[src/hdl/http_date_header_parser_defines.svh]
// assertion helpers used by the date parser top module
`ifndef HTTP_DATE_HEADER_PARSER_DEFINES_SVH
`define HTTP_DATE_HEADER_PARSER_DEFINES_SVH

// same-cycle implication, sampled on clk, off while rst_n is low
`define HDP_ASSERT_IMP(lbl, ante, cons, msg) \
  lbl: assert property (@(posedge clk) disable iff (!rst_n) (ante) |-> (cons)) \
    else $error(msg);

// next-cycle implication, sampled on clk, off while rst_n is low
`define HDP_ASSERT_NXT(lbl, ante, cons, msg) \
  lbl: assert property (@(posedge clk) disable iff (!rst_n) (ante) |=> (cons)) \
    else $error(msg);

`endif

[src/hdl/hdp_pkg.sv]
package hdp_pkg;

  // character codes
  localparam logic [7:0] CH_0     = 8'h30;
  localparam logic [7:0] CH_9     = 8'h39;
  localparam logic [7:0] CH_SPACE = 8'h20;
  localparam logic [7:0] CH_TAB   = 8'h09;
  localparam logic [7:0] CH_CR    = 8'h0D;
  localparam logic [7:0] CH_UP_D  = 8'h44;
  localparam logic [7:0] CH_UP_T  = 8'h54;
  localparam logic [7:0] CH_UP_S  = 8'h53;
  localparam logic [7:0] CH_UP_M  = 8'h4D;
  localparam logic [7:0] CH_UP_W  = 8'h57;
  localparam logic [7:0] CH_UP_J  = 8'h4A;
  localparam logic [7:0] CH_UP_F  = 8'h46;
  localparam logic [7:0] CH_UP_A  = 8'h41;
  localparam logic [7:0] CH_UP_O  = 8'h4F;
  localparam logic [7:0] CH_UP_N  = 8'h4E;
  localparam logic [7:0] CH_LO_U  = 8'h75;
  localparam logic [7:0] CH_LO_A  = 8'h61;
  localparam logic [7:0] CH_LO_N  = 8'h6E;
  localparam logic [7:0] CH_LO_P  = 8'h70;
  localparam logic [7:0] CH_LO_R  = 8'h72;

  // line positions
  localparam logic [4:0] POS_LAST   = 5'd31;
  localparam logic [4:0] PREFIX_LEN = 5'd6;

  // field offsets after the optional prefix
  localparam logic [4:0] OFF_WDAY0 = 5'd0;
  localparam logic [4:0] OFF_WDAY1 = 5'd1;
  localparam logic [4:0] OFF_DAY0  = 5'd5;
  localparam logic [4:0] OFF_DAY1  = 5'd6;
  localparam logic [4:0] OFF_MON0  = 5'd8;
  localparam logic [4:0] OFF_MON1  = 5'd9;
  localparam logic [4:0] OFF_MON2  = 5'd10;
  localparam logic [4:0] OFF_YEAR0 = 5'd14;
  localparam logic [4:0] OFF_YEAR1 = 5'd15;
  localparam logic [4:0] OFF_HOUR0 = 5'd17;
  localparam logic [4:0] OFF_HOUR1 = 5'd18;
  localparam logic [4:0] OFF_MIN0  = 5'd20;
  localparam logic [4:0] OFF_MIN1  = 5'd21;
  localparam logic [4:0] OFF_SEC0  = 5'd23;
  localparam logic [4:0] OFF_SEC1  = 5'd24;

  // weekday codes
  localparam logic [2:0] WDAY_SUN = 3'd0;
  localparam logic [2:0] WDAY_MON = 3'd1;
  localparam logic [2:0] WDAY_TUE = 3'd2;
  localparam logic [2:0] WDAY_WED = 3'd3;
  localparam logic [2:0] WDAY_THU = 3'd4;
  localparam logic [2:0] WDAY_FRI = 3'd5;
  localparam logic [2:0] WDAY_SAT = 3'd6;

  // month codes
  localparam logic [3:0] MON_JAN = 4'd1;
  localparam logic [3:0] MON_FEB = 4'd2;
  localparam logic [3:0] MON_MAR = 4'd3;
  localparam logic [3:0] MON_APR = 4'd4;
  localparam logic [3:0] MON_MAY = 4'd5;
  localparam logic [3:0] MON_JUN = 4'd6;
  localparam logic [3:0] MON_JUL = 4'd7;
  localparam logic [3:0] MON_AUG = 4'd8;
  localparam logic [3:0] MON_SEP = 4'd9;
  localparam logic [3:0] MON_OCT = 4'd10;
  localparam logic [3:0] MON_NOV = 4'd11;
  localparam logic [3:0] MON_DEC = 4'd12;

  // first-digit hold codes
  localparam logic [4:0] HOLD_SKIP  = 5'd10;
  localparam logic [4:0] HOLD_STOP  = 5'd11;
  localparam logic [4:0] HOLD_DIGIT = 5'd16;

  // range limits
  localparam logic [6:0] DAY_MAX = 7'd31;
  localparam logic [6:0] HOUR_MAX = 7'd23;
  localparam logic [6:0] MINSEC_MAX = 7'd59;

  // one decoded date line
  typedef struct packed {
    logic [7:0] year_bcd;
    logic [4:0] month_bcd;
    logic [7:0] day_bcd;
    logic [2:0] weekday;
    logic [7:0] hour_bcd;
    logic [7:0] minute_bcd;
    logic [7:0] second_bcd;
    logic       fields_valid;
  } hdp_result_t;

  function automatic logic is_digit(input logic [7:0] c);
    is_digit = (c >= CH_0) && (c <= CH_9);
  endfunction

  // classify the first character of a two-character number
  function automatic logic [4:0] first_char(input logic [7:0] c);
    logic [7:0] d;
    d = c - CH_0;
    if (is_digit(c))
      first_char = HOLD_DIGIT | {1'b0, d[3:0]};
    else if (c == CH_SPACE || (c >= CH_TAB && c <= CH_CR))
      first_char = HOLD_SKIP;
    else
      first_char = HOLD_STOP;
  endfunction

  // finish a number from the held first character and the second one
  function automatic logic [6:0] second_char(input logic [4:0] h, input logic [7:0] c);
    logic [7:0] cd;
    logic [6:0] d;
    cd = c - CH_0;
    d = {3'd0, h[3:0]};
    second_char = 7'd0;
    if ((h & HOLD_DIGIT) != 5'd0) begin
      if (is_digit(c))
        second_char = (d << 3) + (d << 1) + {3'd0, cd[3:0]};
      else
        second_char = d;
    end else if (h == HOLD_SKIP && is_digit(c)) begin
      second_char = {3'd0, cd[3:0]};
    end
  endfunction

  // binary 0..99 to packed bcd, tens by reciprocal multiply
  function automatic logic [7:0] to_bcd(input logic [6:0] v);
    logic [14:0] prod;
    logic [3:0]  tens;
    logic [6:0]  tens10;
    logic [6:0]  ones;
    prod = {8'd0, v} * 15'd205;
    tens = prod[14:11];
    tens10 = ({3'd0, tens} << 3) + ({3'd0, tens} << 1);
    ones = v - tens10;
    to_bcd = {tens, ones[3:0]};
  endfunction

endpackage

[src/hdl/http_date_header_parser.sv]
// HTTP date line parser: takes one character per item ("Date: Tue, 15 Nov 1994 08:12:31 GMT",
// the "Date: " prefix optional and detected by a leading 'D') and, on the last seconds
// digit, returns one item with the packed-BCD date and time, the weekday and a range
// flag; a line cut short by a new line_start gives no result, and characters after the
// result are ignored. One character is accepted every cycle while in_tready is high; out_tvalid
// rises once the last seconds digit has passed the input register and been decoded into
// the output register.
// in_tready drops only while the output register holds an untaken result and the
// registered character is waiting to advance.
`include "http_date_header_parser_defines.svh"

module http_date_header_parser (
  input  logic        clk,
  input  logic        rst_n,
  input  logic        in_tvalid,
  output logic        in_tready,
  input  logic [7:0]  in_tdata,   // [7:0] text_byte
  input  logic        in_tuser,   // [0] line_start
  output logic        out_tvalid,
  input  logic        out_tready,
  output logic [47:0] out_tdata,  // [7:0] year_bcd, [12:8] month_bcd, [20:13] day_bcd,
                                  // [23:21] weekday, [31:24] hour_bcd, [39:32] minute_bcd,
                                  // [47:40] second_bcd
  output logic        out_tuser   // [0] fields_valid
);

  logic        in_valid_r;
  logic [7:0]  in_byte_r;
  logic        in_start_r;
  logic        out_valid_r;
  logic [47:0] out_data_r;
  logic        out_flag_r;

  logic                 step_go;
  logic                 emit;
  hdp_pkg::hdp_result_t result;

  // a held character advances when the output register can take a result
  assign step_go = in_valid_r && (!out_valid_r || out_tready);
  assign in_tready = !in_valid_r || step_go;

  // input register
  always_ff @(posedge clk) begin
    if (!rst_n) begin
      in_valid_r <= 1'b0;
    end else if (in_tready) begin
      in_valid_r <= in_tvalid;
    end
  end

  always_ff @(posedge clk) begin
    if (in_tvalid && in_tready) begin
      in_byte_r <= in_tdata;
      in_start_r <= in_tuser;
    end
  end

  hdp_parse u_parse (
    .clk        (clk),
    .rst_n      (rst_n),
    .step       (step_go),
    .text_byte  (in_byte_r),
    .line_start (in_start_r),
    .emit       (emit),
    .result     (result)
  );

  // output register
  always_ff @(posedge clk) begin
    if (!rst_n) begin
      out_valid_r <= 1'b0;
    end else if (step_go && emit) begin
      out_valid_r <= 1'b1;
    end else if (out_tready) begin
      out_valid_r <= 1'b0;
    end
  end

  always_ff @(posedge clk) begin
    if (step_go && emit) begin
      out_data_r <= {result.second_bcd, result.minute_bcd, result.hour_bcd,
                     result.weekday, result.day_bcd, result.month_bcd, result.year_bcd};
      out_flag_r <= result.fields_valid;
    end
  end

  assign out_tvalid = out_valid_r;
  assign out_tdata = out_data_r;
  assign out_tuser = out_flag_r;

  // checks
  `HDP_ASSERT_IMP(a_rise_from_step, $rose(out_valid_r), $past(step_go) && $past(emit),
    "result appeared without a decoded item")
  `HDP_ASSERT_IMP(a_no_overwrite, step_go && emit, !out_valid_r || out_tready,
    "result register overwritten while full")
  `HDP_ASSERT_IMP(a_valid_day, out_valid_r && out_flag_r, out_data_r[20:13] != 8'd0,
    "fields flagged valid with day zero")
  `HDP_ASSERT_IMP(a_month_range, out_valid_r,
    (out_data_r[12:8] != 5'd0) && (out_data_r[12] == 1'b0 || out_data_r[11:8] <= 4'd2),
    "month outside one to twelve")
  `HDP_ASSERT_NXT(a_held_step, in_valid_r && !step_go, in_valid_r,
    "held character lost before it advanced")

endmodule

[src/hdl/hdp_parse.sv]
module hdp_parse (
  input  logic                 clk,
  input  logic                 rst_n,
  input  logic                 step,        // consume one character this cycle
  input  logic [7:0]           text_byte,
  input  logic                 line_start,
  output logic                 emit,        // result ready on this step
  output hdp_pkg::hdp_result_t result
);

  logic [4:0] pos_r, pos_nxt;
  logic       prefix_r, prefix_nxt;
  logic [2:0] wday_r, wday_nxt;
  logic [3:0] month_r, month_nxt;
  logic [4:0] hold_r, hold_nxt;
  logic [6:0] day_r, day_nxt;
  logic [6:0] year_r, year_nxt;
  logic [6:0] hour_r, hour_nxt;
  logic [6:0] minute_r, minute_nxt;

  logic [4:0] pos;
  logic [4:0] off;
  logic [4:0] rel;
  logic [6:0] sec;

  // position of this character and the field it falls in
  always_comb begin
    pos = line_start ? 5'd0 : pos_r;
    prefix_nxt = (pos == 5'd0) ? (text_byte == hdp_pkg::CH_UP_D) : prefix_r;
    off = prefix_nxt ? hdp_pkg::PREFIX_LEN : 5'd0;
    rel = pos - off;
    pos_nxt = (pos < hdp_pkg::POS_LAST) ? pos + 5'd1 : pos;
  end

  // field decode
  always_comb begin
    wday_nxt = wday_r;
    month_nxt = month_r;
    hold_nxt = hold_r;
    day_nxt = day_r;
    year_nxt = year_r;
    hour_nxt = hour_r;
    minute_nxt = minute_r;
    emit = 1'b0;
    sec = hdp_pkg::second_char(hold_r, text_byte);
    if (pos >= off) begin
      case (rel)
        hdp_pkg::OFF_WDAY0: begin
          if (text_byte == hdp_pkg::CH_UP_T) wday_nxt = hdp_pkg::WDAY_THU;
          else if (text_byte == hdp_pkg::CH_UP_S) wday_nxt = hdp_pkg::WDAY_SUN;
          else if (text_byte == hdp_pkg::CH_UP_M) wday_nxt = hdp_pkg::WDAY_MON;
          else if (text_byte == hdp_pkg::CH_UP_W) wday_nxt = hdp_pkg::WDAY_WED;
          else wday_nxt = hdp_pkg::WDAY_FRI;
        end
        hdp_pkg::OFF_WDAY1: begin
          if (wday_r == hdp_pkg::WDAY_THU && text_byte == hdp_pkg::CH_LO_U)
            wday_nxt = hdp_pkg::WDAY_TUE;
          else if (wday_r == hdp_pkg::WDAY_SUN && text_byte == hdp_pkg::CH_LO_A)
            wday_nxt = hdp_pkg::WDAY_SAT;
        end
        hdp_pkg::OFF_DAY0, hdp_pkg::OFF_YEAR0, hdp_pkg::OFF_HOUR0,
        hdp_pkg::OFF_MIN0, hdp_pkg::OFF_SEC0: begin
          hold_nxt = hdp_pkg::first_char(text_byte);
        end
        hdp_pkg::OFF_DAY1:  day_nxt = sec;
        hdp_pkg::OFF_YEAR1: year_nxt = sec;
        hdp_pkg::OFF_HOUR1: hour_nxt = sec;
        hdp_pkg::OFF_MIN1:  minute_nxt = sec;
        hdp_pkg::OFF_MON0: begin
          if (text_byte == hdp_pkg::CH_UP_J) month_nxt = hdp_pkg::MON_JUL;
          else if (text_byte == hdp_pkg::CH_UP_F) month_nxt = hdp_pkg::MON_FEB;
          else if (text_byte == hdp_pkg::CH_UP_M) month_nxt = hdp_pkg::MON_MAY;
          else if (text_byte == hdp_pkg::CH_UP_A) month_nxt = hdp_pkg::MON_AUG;
          else if (text_byte == hdp_pkg::CH_UP_S) month_nxt = hdp_pkg::MON_SEP;
          else if (text_byte == hdp_pkg::CH_UP_O) month_nxt = hdp_pkg::MON_OCT;
          else if (text_byte == hdp_pkg::CH_UP_N) month_nxt = hdp_pkg::MON_NOV;
          else month_nxt = hdp_pkg::MON_DEC;
        end
        hdp_pkg::OFF_MON1: begin
          if (month_r == hdp_pkg::MON_JUL && text_byte == hdp_pkg::CH_LO_A)
            month_nxt = hdp_pkg::MON_JAN;
          else if (month_r == hdp_pkg::MON_AUG && text_byte == hdp_pkg::CH_LO_P)
            month_nxt = hdp_pkg::MON_APR;
        end
        hdp_pkg::OFF_MON2: begin
          if (month_r == hdp_pkg::MON_JUL && text_byte == hdp_pkg::CH_LO_N)
            month_nxt = hdp_pkg::MON_JUN;
          else if (month_r == hdp_pkg::MON_MAY && text_byte == hdp_pkg::CH_LO_R)
            month_nxt = hdp_pkg::MON_MAR;
        end
        hdp_pkg::OFF_SEC1:  emit = 1'b1;
        default: ;
      endcase
    end
  end

  // result assembly on the last seconds digit
  always_comb begin
    result.year_bcd = hdp_pkg::to_bcd(year_r);
    result.month_bcd = 5'(hdp_pkg::to_bcd({3'd0, month_r}));
    result.day_bcd = hdp_pkg::to_bcd(day_r);
    result.weekday = wday_r;
    result.hour_bcd = hdp_pkg::to_bcd(hour_r);
    result.minute_bcd = hdp_pkg::to_bcd(minute_r);
    result.second_bcd = hdp_pkg::to_bcd(sec);
    result.fields_valid = (day_r >= 7'd1) && (day_r <= hdp_pkg::DAY_MAX) &&
                          (hour_r <= hdp_pkg::HOUR_MAX) &&
                          (minute_r <= hdp_pkg::MINSEC_MAX) &&
                          (sec <= hdp_pkg::MINSEC_MAX);
  end

  // parser state
  always_ff @(posedge clk) begin
    if (!rst_n) begin
      pos_r <= 5'd0;
      prefix_r <= 1'b0;
      wday_r <= 3'd0;
      month_r <= 4'd0;
      hold_r <= 5'd0;
      day_r <= 7'd0;
      year_r <= 7'd0;
      hour_r <= 7'd0;
      minute_r <= 7'd0;
    end else if (step) begin
      pos_r <= pos_nxt;
      prefix_r <= prefix_nxt;
      wday_r <= wday_nxt;
      month_r <= month_nxt;
      hold_r <= hold_nxt;
      day_r <= day_nxt;
      year_r <= year_nxt;
      hour_r <= hour_nxt;
      minute_r <= minute_nxt;
    end
  end

endmodule

[config.mk]
export PLATFORM = sky130hd
export DESIGN_NAME = http_date_header_parser
export DESIGN_NICKNAME = d
export VERILOG_FILES = /design/src/hdl/hdp_pkg.sv /design/src/hdl/http_date_header_parser.sv /design/src/hdl/hdp_parse.sv
export VERILOG_INCLUDE_DIRS = /design/src /design/src/hdl
export SDC_FILE = /design/constraint.sdc
export NUM_CORES = 1
export LEC_CHECK = 0
export BUFFER_PORTS_ARGS = -buffer_cell sky130_fd_sc_hd__buf_2
export CORE_UTILIZATION = 65
export CTS_CLUSTER_SIZE = 25
export DETAILED_ROUTE_END_ITERATION = 7
export PLACE_DENSITY = 0.82
export SLEW_MARGIN = 20
export SYNTH_ARGS = -nofsm -noshare
export SYNTH_HDL_FRONTEND = slang
export SYNTH_HIERARCHICAL = 1
export SYNTH_SLANG_ARGS = --single-unit
[constraint.sdc]
create_clock -name clk -period 14.3 [get_ports clk]
set_clock_uncertainty 0.1 [all_clocks]
set_input_delay 0.715 -clock clk [delete_from_list [all_inputs] [get_ports clk]]
set_output_delay 0.715 -clock clk [all_outputs]
set_load 0.005 [all_outputs]
# Word-level counts from Yosys, hierarchy flattened
# Index checks and enable logic that the tools add are counted.
# W data, S select, Z words.
word_totals:
  regBits: 106
  inputBits: 13
  output_inout_bits: 51
  word_cells: 154
classes:
  add_sub_neg: 17
  n_mul: 6
  order_cmp: 11
  eq_ne: 38
  n_mux: 32
  n_reduce_logical: 35
ops:
  columns: ["operator", "count"]
  rows:
  - ["$eq A8 B7 Y1 const B", 15]
  - ["$mul A7 B8 Y15 const B", 5]
  - ["$mux W4", 11]
  - ["$eq A5 B4 Y1 const B", 6]
  - ["$eq A5 B5 Y1 const B", 6]
  - ["$mux W3", 8]
  - ["$sub A4 B4 Y4", 6]
  - ["$add A4 B4 Y4", 5]
  - ["$logic_and A1 B1 Y1", 16]
  - ["$mux W5", 3]
  - ["$reduce_and A3 Y1", 5]
  - ["$le A7 B5 Y1 const B", 2]
  - ["$le A7 B6 Y1 const B", 2]
  - ["$mux W7", 2]
  - ["$mul A4 B8 Y12 const B", 1]
  - ["$pmux W4 S3", 1]
  - ["$eq A5 B3 Y1 const B", 2]
  - ["$logic_not A5 Y1", 2]
  - ["$ne A3 B1 Y1 const B", 3]
  - ["$eq A4 B3 Y1 const B", 2]
  - ["$eq A8 B6 Y1 const B", 1]
  - ["$ge A8 B4 Y1 const B", 1]
  - ["$ge A8 B6 Y1 const B", 1]
  - ["$le A8 B4 Y1 const B", 1]
  - ["23 further kinds", 32]

# Logic depth before layout (Yosys ltp)
# Gate-level depths: netlist (run 1).
logic_depth:
  ltp_word: 10
  mapped_depth: 28
  ltp_nobuf: 28

# Cells and area by module
# Netlist (run 1), hierarchy kept.
by_module_without_submodules:
  columns: ["mod", "instances", "cells_per_inst", "area_each_um2", "seq_area_each_um2"]
  rows:
  - ["hdp_parse", 1, 952, 8406.8, 920.9]
  - ["http_date_header_parser", 1, 71, 1854.3, 1781.7]

# Worst setup path before layout (run 1)
# Ideal clock, no wire load.
synth_timing:
  path_type: "register -> register"
  from: "register in_byte_r[3]"
  to: "register out_data_r[43], in the netlist out_tdata[43] (data pin)"
  setup_ps: 268
  arrival_ps: 6231
  required_ps: 13932
  path_slack_ps: 7702
  path_stages_with_launch: 27
  path_buffers: 0
  period_less_slack_ps: 6598
  path_cell_list: "edfxtp_1 > fa_1 > inv_1 > fa_1 > inv_1 > a21o_1 > a21oi_1 > xor2_1 > nor3_1 > ha_1 > ha_1 > fa_1 > inv_1 > fa_1 > inv_1 > ha_1 > or2_2 > a221oi_1 > o21ai_1 > a21oi_1 > xnor2_1 > ha_1 > nand2_1 > o21ai_0 > mux2i_1 > xnor2_1 > xnor2_1"
synth_lines:
  columns: ["item", "line", "rtl"]
  rows:
  - ["from (decl)", "http_date_header_parser.sv:28", "logic [7:0] in_byte_r;"]
  - ["from (signal assigned)", "http_date_header_parser.sv:53", "in_byte_r <= in_tdata;"]
  - ["to (signal assigned)", "http_date_header_parser.sv:81", "out_data_r <= {result.second_bcd, result.minute_bcd, result.hour_bcd,"]
  - ["to (decl)", "http_date_header_parser.sv:31", "logic [47:0] out_data_r;"]

==> impl_metrics.env, run 1 <==
export IMPL_synth_ff_type="edfxtp_1"
export IMPL_fmax_mhz=141
export IMPL_grt_pass1_vias=7482
export IMPL_drc=0
export IMPL_synth_edf_count=58
export IMPL_diodes=0
export IMPL_port_buffers=63
export IMPL_start_util=0.670
export IMPL_min_from="u_parse/wday_r[0]"
export IMPL_nNetsFinal=1374
export IMPL_ys_top_cells_by_area="ha_1 (29%), edfxtp_1 (17%), dfxtp_1 (9.4%), fa_1 (8.4%), inv_1 (4.9%)"
export IMPL_cts_root_buf="clkbuf_16"
export IMPL_clkSinkCount=106
export IMPL_slowest_delay_ps=650
export IMPL_maxCapViolCount=0
export IMPL_grt_antenna_before_repair=0
export IMPL_tns_ps=0
export IMPL_ys_seq_elements=106
export IMPL_netlist_area_leader_share=0.291
export IMPL_p_leak_nw=5.95
export IMPL_fin_crit_ps=7120
export IMPL_worst_pin_slew_ps=835
export IMPL_reg2reg_slack_ps=7180
export IMPL_critical_path_depth=27
export IMPL_worstRegToRegCells=27
export IMPL_dpl_cell_area_mm2=0.0108
export IMPL_clockBufferDepth=2
export IMPL_synth_top_area_cell="ha_1"
export IMPL_cp_endpoint="out_tdata[43]"
export IMPL_synthCells=1023
export IMPL_cp_arrival_ps=7110
export IMPL_final_cell_mix="ha_1 (239), inv_1 (135), nor2_1 (78), buf_2 (63), edfxtp_1 (58)"
export IMPL_die_h_um=128
export IMPL_final_max_slew_viol_count=0
export IMPL_ios=64
export IMPL_cts_tree="built"
export IMPL_final_common_cell="ha_1"
export IMPL_setup_violations=0
export IMPL_cts_hold_buf=0
export IMPL_hpwlAfterDp_mm=15.9
export IMPL_cp_slowest_cell="fa_1"
export IMPL_slew_headroom=0.442
export IMPL_path_clk_slew_ps=80
export IMPL_grt_max_degree=50
export IMPL_viasPerCell=5.84
export IMPL_grtUsageTotal=0.266
export IMPL_h_tree_depth=3
export IMPL_clkLatencyLatePin_ps=360
export IMPL_yosysSeqAreaShare=0.263
export IMPL_design_area_mm2=0.0111
export IMPL_worstPathMaxFanout=18
export IMPL_gp_congestion=0.926
export IMPL_status="finished clean"
export IMPL_grt_pass1_wl_mm=34.5
export IMPL_vdd_drop_max_mv=0.0581
export IMPL_r2r_end="out_tdata[43]"
export IMPL_critical_path_top_delay_family="adder cells"
export IMPL_ant_nets=0
export IMPL_syn_area_per_cell_um2=10.0
export IMPL_ys_async_sr_fraction=0
export IMPL_endpoint_kind="flop"
export IMPL_critPathRequiredTime_ps=14290
export IMPL_power_density_mw_per_mm2=55.7
export IMPL_vias=7568
export IMPL_grt_overflow=0
export IMPL_fp_dieW_um=128
export IMPL_post_drt_wl_per_cell_um=15.9
export IMPL_cts_resized_gates=0
export IMPL_postCtsSetupRepairBufs=0
export IMPL_rsz0062_at_grt="no"
export IMPL_path_buf_inv=5
export IMPL_finalHoldViolCount=0
export IMPL_netlist_area_mm2=0.0103
export IMPL_drt_total_wl_mm=20.6
export IMPL_drtIter0Drc=412
export IMPL_yosysUniqueCellTypes=74
export IMPL_crit_start="in_byte_r[3]"
export IMPL_p_total_uw=618
export IMPL_synthToLayoutAreaGrowth_pct=8.06
export IMPL_core_area_mm2=0.0153
export IMPL_crit_type="flop to flop"
export IMPL_hold_class="flop to flop"
export IMPL_die_area_mm2=0.0163
export IMPL_synth_nets=1318
export IMPL_worstReg2RegStart="in_byte_r[3]"
export IMPL_rows=45
export IMPL_numCtsBuffers=9
export IMPL_critPathLaunchType="flop"
export IMPL_synth_warnings=6
export IMPL_layout_drive_gt1_share=0.0978
export IMPL_fin_crit_sh=0.498
export IMPL_first_pass_iters=5
==> worst register-to-register path: cells and delay by family, from the launching register on <==
| kind | cells | cell delay [ps] |
|---|---|---|
| flip-flops | 1 | 630 |
| XOR/XNOR | 4 | 620 |
| AND/OR/NAND/NOR | 3 | 530 |
| adder cells (fa/ha/maj) | 8 | 3210 |
| AO/OA/AOI/OAI | 6 | 1080 |
| buffers and inverters | 5 | 480 |
| multiplexers | 1 | 210 |
==> synthesized netlist by cell type, drive strengths merged (9+ instances only) <==
master / instances
ha: 239
inv: 137
nor2: 79
edfxtp: 58
dfxtp: 48
fa: 43
nand2: 42
a21oi: 30
nor3: 21
o21ai: 21
xnor2: 20
mux2i: 19
nand3: 18
nand4: 18
xor2: 18
clkbuf: 17
a211oi: 15
o21a: 14
and3: 13
nand2b: 12
nor2b: 11
o211ai: 10
or2: 9
==> sequential cells by signal, summed over array words and instances (netlist names) <==
register and count:
u_parse/wday_r 3, u_parse/hold_r 5, u_parse/year_r 7, in_start_r 1
out_tuser 1, u_parse/day_r 7, in_valid_r 1, in_byte_r 8
u_parse/prefix_r 1, u_parse/pos_r 5, out_tdata 48, u_parse/minute_r 7
u_parse/hour_r 7, u_parse/month_r 4, out_tvalid 1
==> metrics by stage <==
step | instances | hold slack, ps | utilization | setup WS (ps)
after floorplan | 1023 | 332 | - | 7700
after global placement | 1279 | 352 | 0.704 | 7600
after detailed placement | 1279 | 352 | 0.704 | 7390
after CTS | 1295 | 382 | 0.724 | 7180
after global routing | 1295 | 398 | 0.724 | 6710
final | 1295 | 381 | 0.724 | 7180
==> final cells by class <==
class	instances	area, um^2
multi-input combinational	755	6930
fill	1139	4230
sequential	106	2700
inverter	138	518
timing repair buffer	69	360
tap	211	264
clock buffer	9	225
clock inverter	7	87.6
==> per-layer routing <==
metal  routed length (um)  track usage  vias up
met3                  839       0.0322       39
li1                     -            -     3753
met5                    0            0        -
met1                 8820        0.320     3588
met2                10500        0.489      188
met4                  400       0.0907        0
==> worst min-delay path by stage <==
stage                          to  cells past startpoint
CTS                 out_tdata[21]                      0
finish              out_tdata[21]                      0
global route        out_tdata[21]                      0
detailed placement  out_tdata[22]                      0
global placement    out_tdata[22]                      0
floorplan           out_tdata[21]                      0
==> report_power, final <==
| part | switching, mW | internal (mW) | total, mW |
|---|---|---|---|
| registers | 0.00581 | 0.322 | 0.328 |
| clock network | 0.121 | 0.140 | 0.261 |
| logic | 0.0184 | 0.0109 | 0.0293 |
| total | 0.145 | 0.472 | 0.618 |
==> cell families (layout without fill, tap and decap cells) <==
logic type,Yosys count,count (layout),synth area share
fa+ha+maj,283,283,0.376
simple gates,254,254,0.130
buf+inv,162,223,0.0619
compound gates,157,157,0.109
flops,106,106,0.263
xor+xnor,42,42,0.0412
mux,19,19,0.0185
Note: power is estimated with default switching activity, not from simulation.
==> inputs of run 2 (changes only) <==
Settings changed: CORE_UTILIZATION 65 to 63, PLACE_DENSITY 0.82 to 0.79.
Clock period 14.3 ns to 6.6 ns, I/O delays scaled along.
==> run 2 against run 1 <==
Effect of this change: sequential power rose by 120%; final area rose by 1.6%; highest routed layer unchanged; die area rose by 3.1%; worst hold slack lost 340 ps; combinational power is 130% higher; sequential share of layout area shrank 0.37 points.
==> impl_metrics.env, run 2 (synthesis gave the netlist of run 1 again) <==
export IMPL_rows=46
export IMPL_grt_max_degree=50
export IMPL_ios=64
export IMPL_cpMostUsedCell="ha_1"
export IMPL_nNetsFinal=1389
export IMPL_numCtsBuffers=9
export IMPL_design_area_mm2=0.0113
export IMPL_clkLatencyLatePin_ps=350
export IMPL_hpwlAfterDp_mm=16.0
export IMPL_grt_antenna_before_repair=0
export IMPL_fillCellCount=1169
export IMPL_slowest_delay_ps=570
export IMPL_die_area_mm2=0.0168
export IMPL_post_drt_wl_per_cell_um=15.7
export IMPL_viasPerCell=5.84
export IMPL_regArea_mm2=0.00271
export IMPL_dpl_cell_area_mm2=0.0108
export IMPL_status="finished clean"
export IMPL_place_ws_ps=-183
export IMPL_multi_input_area_mm2=0.00698
export IMPL_die_h_um=130
export IMPL_diodes=0
export IMPL_layout_drive_gt1_share=0.118
export IMPL_grt_overflow=0
export IMPL_grtUsageTotal=0.259
export IMPL_critPathRequiredTime_ps=6590
export IMPL_min_to="in_byte_r[7]"
export IMPL_r2r_end="out_tdata[43]"
export IMPL_power_density_mw_per_mm2=121
export IMPL_grt_pass1_vias=7526
export IMPL_clkSinkCount=106
export IMPL_worstPathMaxFanout=4
export IMPL_fin_crit_sh=0.972
export IMPL_final_common_cell="ha_1"
export IMPL_crit_start="in_byte_r[3]"
export IMPL_vias=7684
export IMPL_ant_nets=0
export IMPL_dpl_cell_count=1290
export IMPL_finalHoldViolCount=0
export IMPL_worstRegToRegCells=27
export IMPL_cts_root_buf="clkbuf_16"
export IMPL_drt_total_wl_mm=20.7
export IMPL_final_max_slew_viol_count=0
export IMPL_cts_tree="built"
export IMPL_worst_pin_slew_ps=857
export IMPL_fin_crit_ps=6410
export IMPL_endpoint_kind="flop"
export IMPL_setup_violations=0
export IMPL_grt_pass1_wl_mm=34.7
export IMPL_gp_congestion=0.872
export IMPL_setup_ws_ps=186
export IMPL_min_from="in_tdata[7]"
export IMPL_drc=0
export IMPL_port_buffers=63
export IMPL_path_clk_slew_ps=80
export IMPL_crit_type="flop to flop"
export IMPL_drtIter0Drc=572
export IMPL_largest_register_ffs=48
export IMPL_fp_dieW_um=130
export IMPL_fmax_mhz=156
export IMPL_clockBufferDepth=2
export IMPL_final_cells=1315
export IMPL_final_cell_mix="ha_1 (237), inv_1 (135), nor2_1 (78), buf_2 (63), edfxtp_1 (58)"
export IMPL_hold_class="input port to flop"
export IMPL_start_util=0.646
export IMPL_first_pass_iters=5
export IMPL_cts_hold_buf=0
export IMPL_cp_slowest_cell="fa_1"
export IMPL_worstReg2RegStart="in_byte_r[3]"
export IMPL_cp_arrival_ps=6400
export IMPL_reg2reg_slack_ps=190
export IMPL_vdd_drop_max_mv=0.142
export IMPL_p_leak_nw=6.02
export IMPL_synthToLayoutAreaGrowth_pct=9.83
export IMPL_critPathLaunchType="flop"
export IMPL_h_tree_depth=3
export IMPL_maxCapViolCount=0
export IMPL_whs_path_depth=1
export IMPL_slew_headroom=0.427
export IMPL_core_area_mm2=0.0159
run 2: cell types whose count changed in the layout (fill, tap and decap cells not counted), sizes merged:
cell / change
buf: +15
bufinv: +1
clkinv: -3
clkinvlp: +1
inv: +1
run 2: metrics by stage:
| step | hold slack (ps) | utilization | total power, mW | TNS, ps |
|---|---|---|---|---|
| final | 45.3 | 0.709 | 1.36 | 0 |
| after global routing | 34.6 | 0.709 | 1.40 | -27.9 |
| after CTS | 35.2 | 0.703 | 1.37 | 0 |
| after detailed placement | 357 | 0.682 | 0.788 | -183 |
| after global placement | 353 | 0.682 | 0.787 | 0 |
| after floorplan | 329 | - | 0.768 | 0 |
run 2: layer usage:
layer / vias up / share of wire / global-route usage / wire length (um)
li1: 3779 / - / - / -
met1: 3656 / 0.44 / 0.324 / 9030
met2: 212 / 0.50 / 0.455 / 10300
met3: 37 / 0.045 / 0.0384 / 931
met4: 0 / 0.021 / 0.0889 / 436
met5: - / 0 / 0 / 0
run 2: layout make-up:
type	instances	area share
repair buffers	84	0.0420
clock inverters	7	0.00866
flip-flops and latches	106	0.240
inverters	138	0.0460
clock buffers	9	0.0200
multi-input cells	755	0.619
well taps	216	0.0240
run 2: worst max path at each step:
| stage | endpoint |
|---|---|
| floorplan | out_tdata[43] |
| global placement | out_tdata[43] |
| detailed placement | out_tdata[43] |
| CTS | out_tdata[43] |
| global route | out_tdata[43] |
| finish | out_tdata[43] |
run 2: worst max-delay path, delay by kind of cell (launching register included):
| family | cells | cell delay (ps) |
|---|---|---|
| muxes | 1 | 220 |
| AOI/OAI and AO/OA | 8 | 1270 |
| adders and majority gates | 8 | 2930 |
| DFF | 1 | 420 |
| buffers and inverters | 4 | 360 |
| xor gates and xnor gates | 4 | 560 |
| and+or+nand+nor | 2 | 300 |
run 2: where the power goes:
part | leakage [nW] | switching [mW] | internal [mW] | total [mW]
sequential | 0.929 | 0.00923 | 0.697 | 0.706
combinational | 4.94 | 0.0432 | 0.0249 | 0.0681
clock | 0.154 | 0.250 | 0.336 | 0.586
run 2: repair_timing:
action	CTS	global route
buffers inserted	2	7
endpoints found under the setup margin	1	1
resized for setup	2	8
pin swaps	1	7
==> inputs of run 3 (changes only) <==
Settings changed: CELL_PAD_IN_SITES_DETAIL_PLACEMENT set to 1, CELL_PAD_IN_SITES_GLOBAL_PLACEMENT set to 1, CORE_UTILIZATION 63 to 50, PLACE_DENSITY 0.79 to 0.8.
==> run 3 against run 2 <==
Effect of this change: maximum frequency hardly changed; via count is 1.5% higher; total power is 5.6% lower; worst hold slack worse by 0.89 ps; global-route usage is 2.2 points lower; first-iteration DRC count is 45% lower; worst setup slack worse by 4.1 ps; clock-buffer cell count is 1 higher; critical path depth is 1 higher; largest cell class unchanged; largest power group unchanged; highest routed layer unchanged.
==> impl_metrics.env, run 3 (synthesis gave the netlist of run 1 again) <==
export IMPL_status="finished clean"
export IMPL_whs_path_depth=1
export IMPL_die_h_um=145
export IMPL_slew_headroom=0.398
export IMPL_design_area_mm2=0.0113
export IMPL_critPathLaunchType="flop"
export IMPL_core_area_mm2=0.0202
export IMPL_post_drt_wl_per_cell_um=17.7
export IMPL_vias=7801
export IMPL_clkPwrFrac=0.394
export IMPL_grt_overflow=0
export IMPL_setup_ws_ps=182
export IMPL_final_max_slew_viol_count=0
export IMPL_final_common_cell="ha_1"
export IMPL_gp_congestion=0.840
export IMPL_clockBufferDepth=2
export IMPL_hpwlAfterDp_mm=19.3
export IMPL_start_util=0.509
export IMPL_p_sw_frac=0.238
export IMPL_drc=0
export IMPL_synthToLayoutAreaGrowth_pct=10.2
export IMPL_fin_crit_ps=6420
export IMPL_critPathRequiredTime_ps=6600
export IMPL_finalHoldViolCount=0
export IMPL_clkSinkCount=106
export IMPL_drt_total_wl_mm=24.3
export IMPL_cts_tree="built"
export IMPL_min_to="in_byte_r[7]"
export IMPL_path_clk_slew_ps=70
export IMPL_final_cell_mix="ha_1 (238), inv_1 (135), nor2_1 (78), buf_2 (63), edfxtp_1 (58)"
export IMPL_fin_util=0.561
export IMPL_place_ws_ps=-81.5
export IMPL_cts_hold_buf=0
export IMPL_rows=52
export IMPL_min_from="in_tdata[7]"
export IMPL_grt_pass1_wl_mm=40.4
export IMPL_cp_slowest_cell="fa_1"
export IMPL_whs_ps=44.4
export IMPL_worstReg2RegStart="in_byte_r[3]"
export IMPL_hold_class="input port to flop"
export IMPL_power_share_combinational=0.056
export IMPL_slowest_delay_ps=560
export IMPL_fmax_mhz=156
export IMPL_grt_pass1_vias=8248
export IMPL_largest_register_ffs=48
export IMPL_worst_pin_slew_ps=902
export IMPL_dpl_cell_area_mm2=0.0109
export IMPL_p_leak_nw=6.04
export IMPL_worstPathMaxFanout=6
export IMPL_p_int_uw=979
export IMPL_die_area_mm2=0.0211
export IMPL_setup_violations=0
export IMPL_reg2reg_slack_ps=180
export IMPL_maxCapViolCount=0
export IMPL_endpoint_kind="flop"
export IMPL_cp_arrival_ps=6420
export IMPL_grtUsageTotal=0.237
export IMPL_grt_antenna_before_repair=0
export IMPL_drtIter0Drc=315
export IMPL_h_tree_depth=3
export IMPL_layout_drive_gt1_share=0.120
export IMPL_power_density_mw_per_mm2=114
export IMPL_r2r_end="out_tdata[43]"
export IMPL_first_pass_iters=4
export IMPL_cts_root_buf="clkbuf_16"
export IMPL_diodes=0
export IMPL_ios=64
export IMPL_vdd_drop_max_mv=0.124
export IMPL_worstRegToRegCells=28
export IMPL_grt_max_degree=38
export IMPL_seqPwrFrac=0.549
export IMPL_nNetsFinal=1394
export IMPL_viasPerCell=5.68
export IMPL_port_buffers=63
export IMPL_switchingPower_uw=305
export IMPL_cpMostUsedCell="ha_1"
export IMPL_ant_nets=0
export IMPL_clkLatencyLatePin_ps=360
export IMPL_numCtsBuffers=9
export IMPL_fin_crit_sh=0.972
export IMPL_crit_type="flop to flop"
export IMPL_fp_dieW_um=145
run 3: repair_timing:
action                                 CTS  global route
buffers inserted                         1            11
resized for setup                        3             8
setup endpoints to repair                1             1
endpoints found under the hold margin    0             0
pin swaps                                1             9
run 3: worst max path at each step:
stage / startpoint / endpoint / cells after the start
after floorplan: in_byte_r[3] / out_tdata[43] / 26
after global placement: in_byte_r[3] / out_tdata[43] / 28
after detailed placement: in_byte_r[3] / out_tdata[43] / 28
after CTS: in_byte_r[3] / out_tdata[43] / 28
after global routing: in_byte_r[3] / out_tdata[43] / 27
final: in_byte_r[3] / out_tdata[43] / 28
run 3: cell type report:
class	instances	area, um^2
clock inverter	6	38.8
sequential	106	2710
tap	270	338
fill	2292	8860
clock buffer	10	229
multi-input combinational	755	6970
timing repair buffer	89	510
inverter	138	518
run 3: critical path, delay by kind of cell (launching register included):
| kind | cells | cell delay [ps] |
|---|---|---|
| flip-flops | 1 | 410 |
| multiplexers | 1 | 220 |
| AND/OR/NAND/NOR | 2 | 270 |
| AO/OA/AOI/OAI | 8 | 1310 |
| buffers and inverters | 5 | 480 |
| XOR/XNOR | 4 | 540 |
| adder cells (fa/ha/maj) | 8 | 2850 |
run 3: per-stage QoR:
step	TNS [ps]	total power, mW	std cells
after floorplan	0	0.768	1023
after global placement	0	0.789	1346
after detailed placement	-81.5	0.792	1346
after CTS	0	1.30	1363
after global routing	-172	1.33	1374
final	0	1.28	1374
run 3: metal layers:
layer  vias to the layer above  GRT usage  routed length, um
li1                       3783          -                  -
met1                      3842      0.285              10600
met2                       135      0.430              12600
met3                        41     0.0330                604
met4                         0     0.0800                554
met5                         -          0                  0
run 3: power groups by stage:
stage	clock, mW	sequential [mW]	combinational (mW)
after global placement	0	0.720	0.0690
after CTS	0.521	0.705	0.0718
after detailed placement	0	0.720	0.0712
after floorplan	0	0.717	0.0511
after global routing	0.544	0.706	0.0800
final	0.506	0.705	0.0724
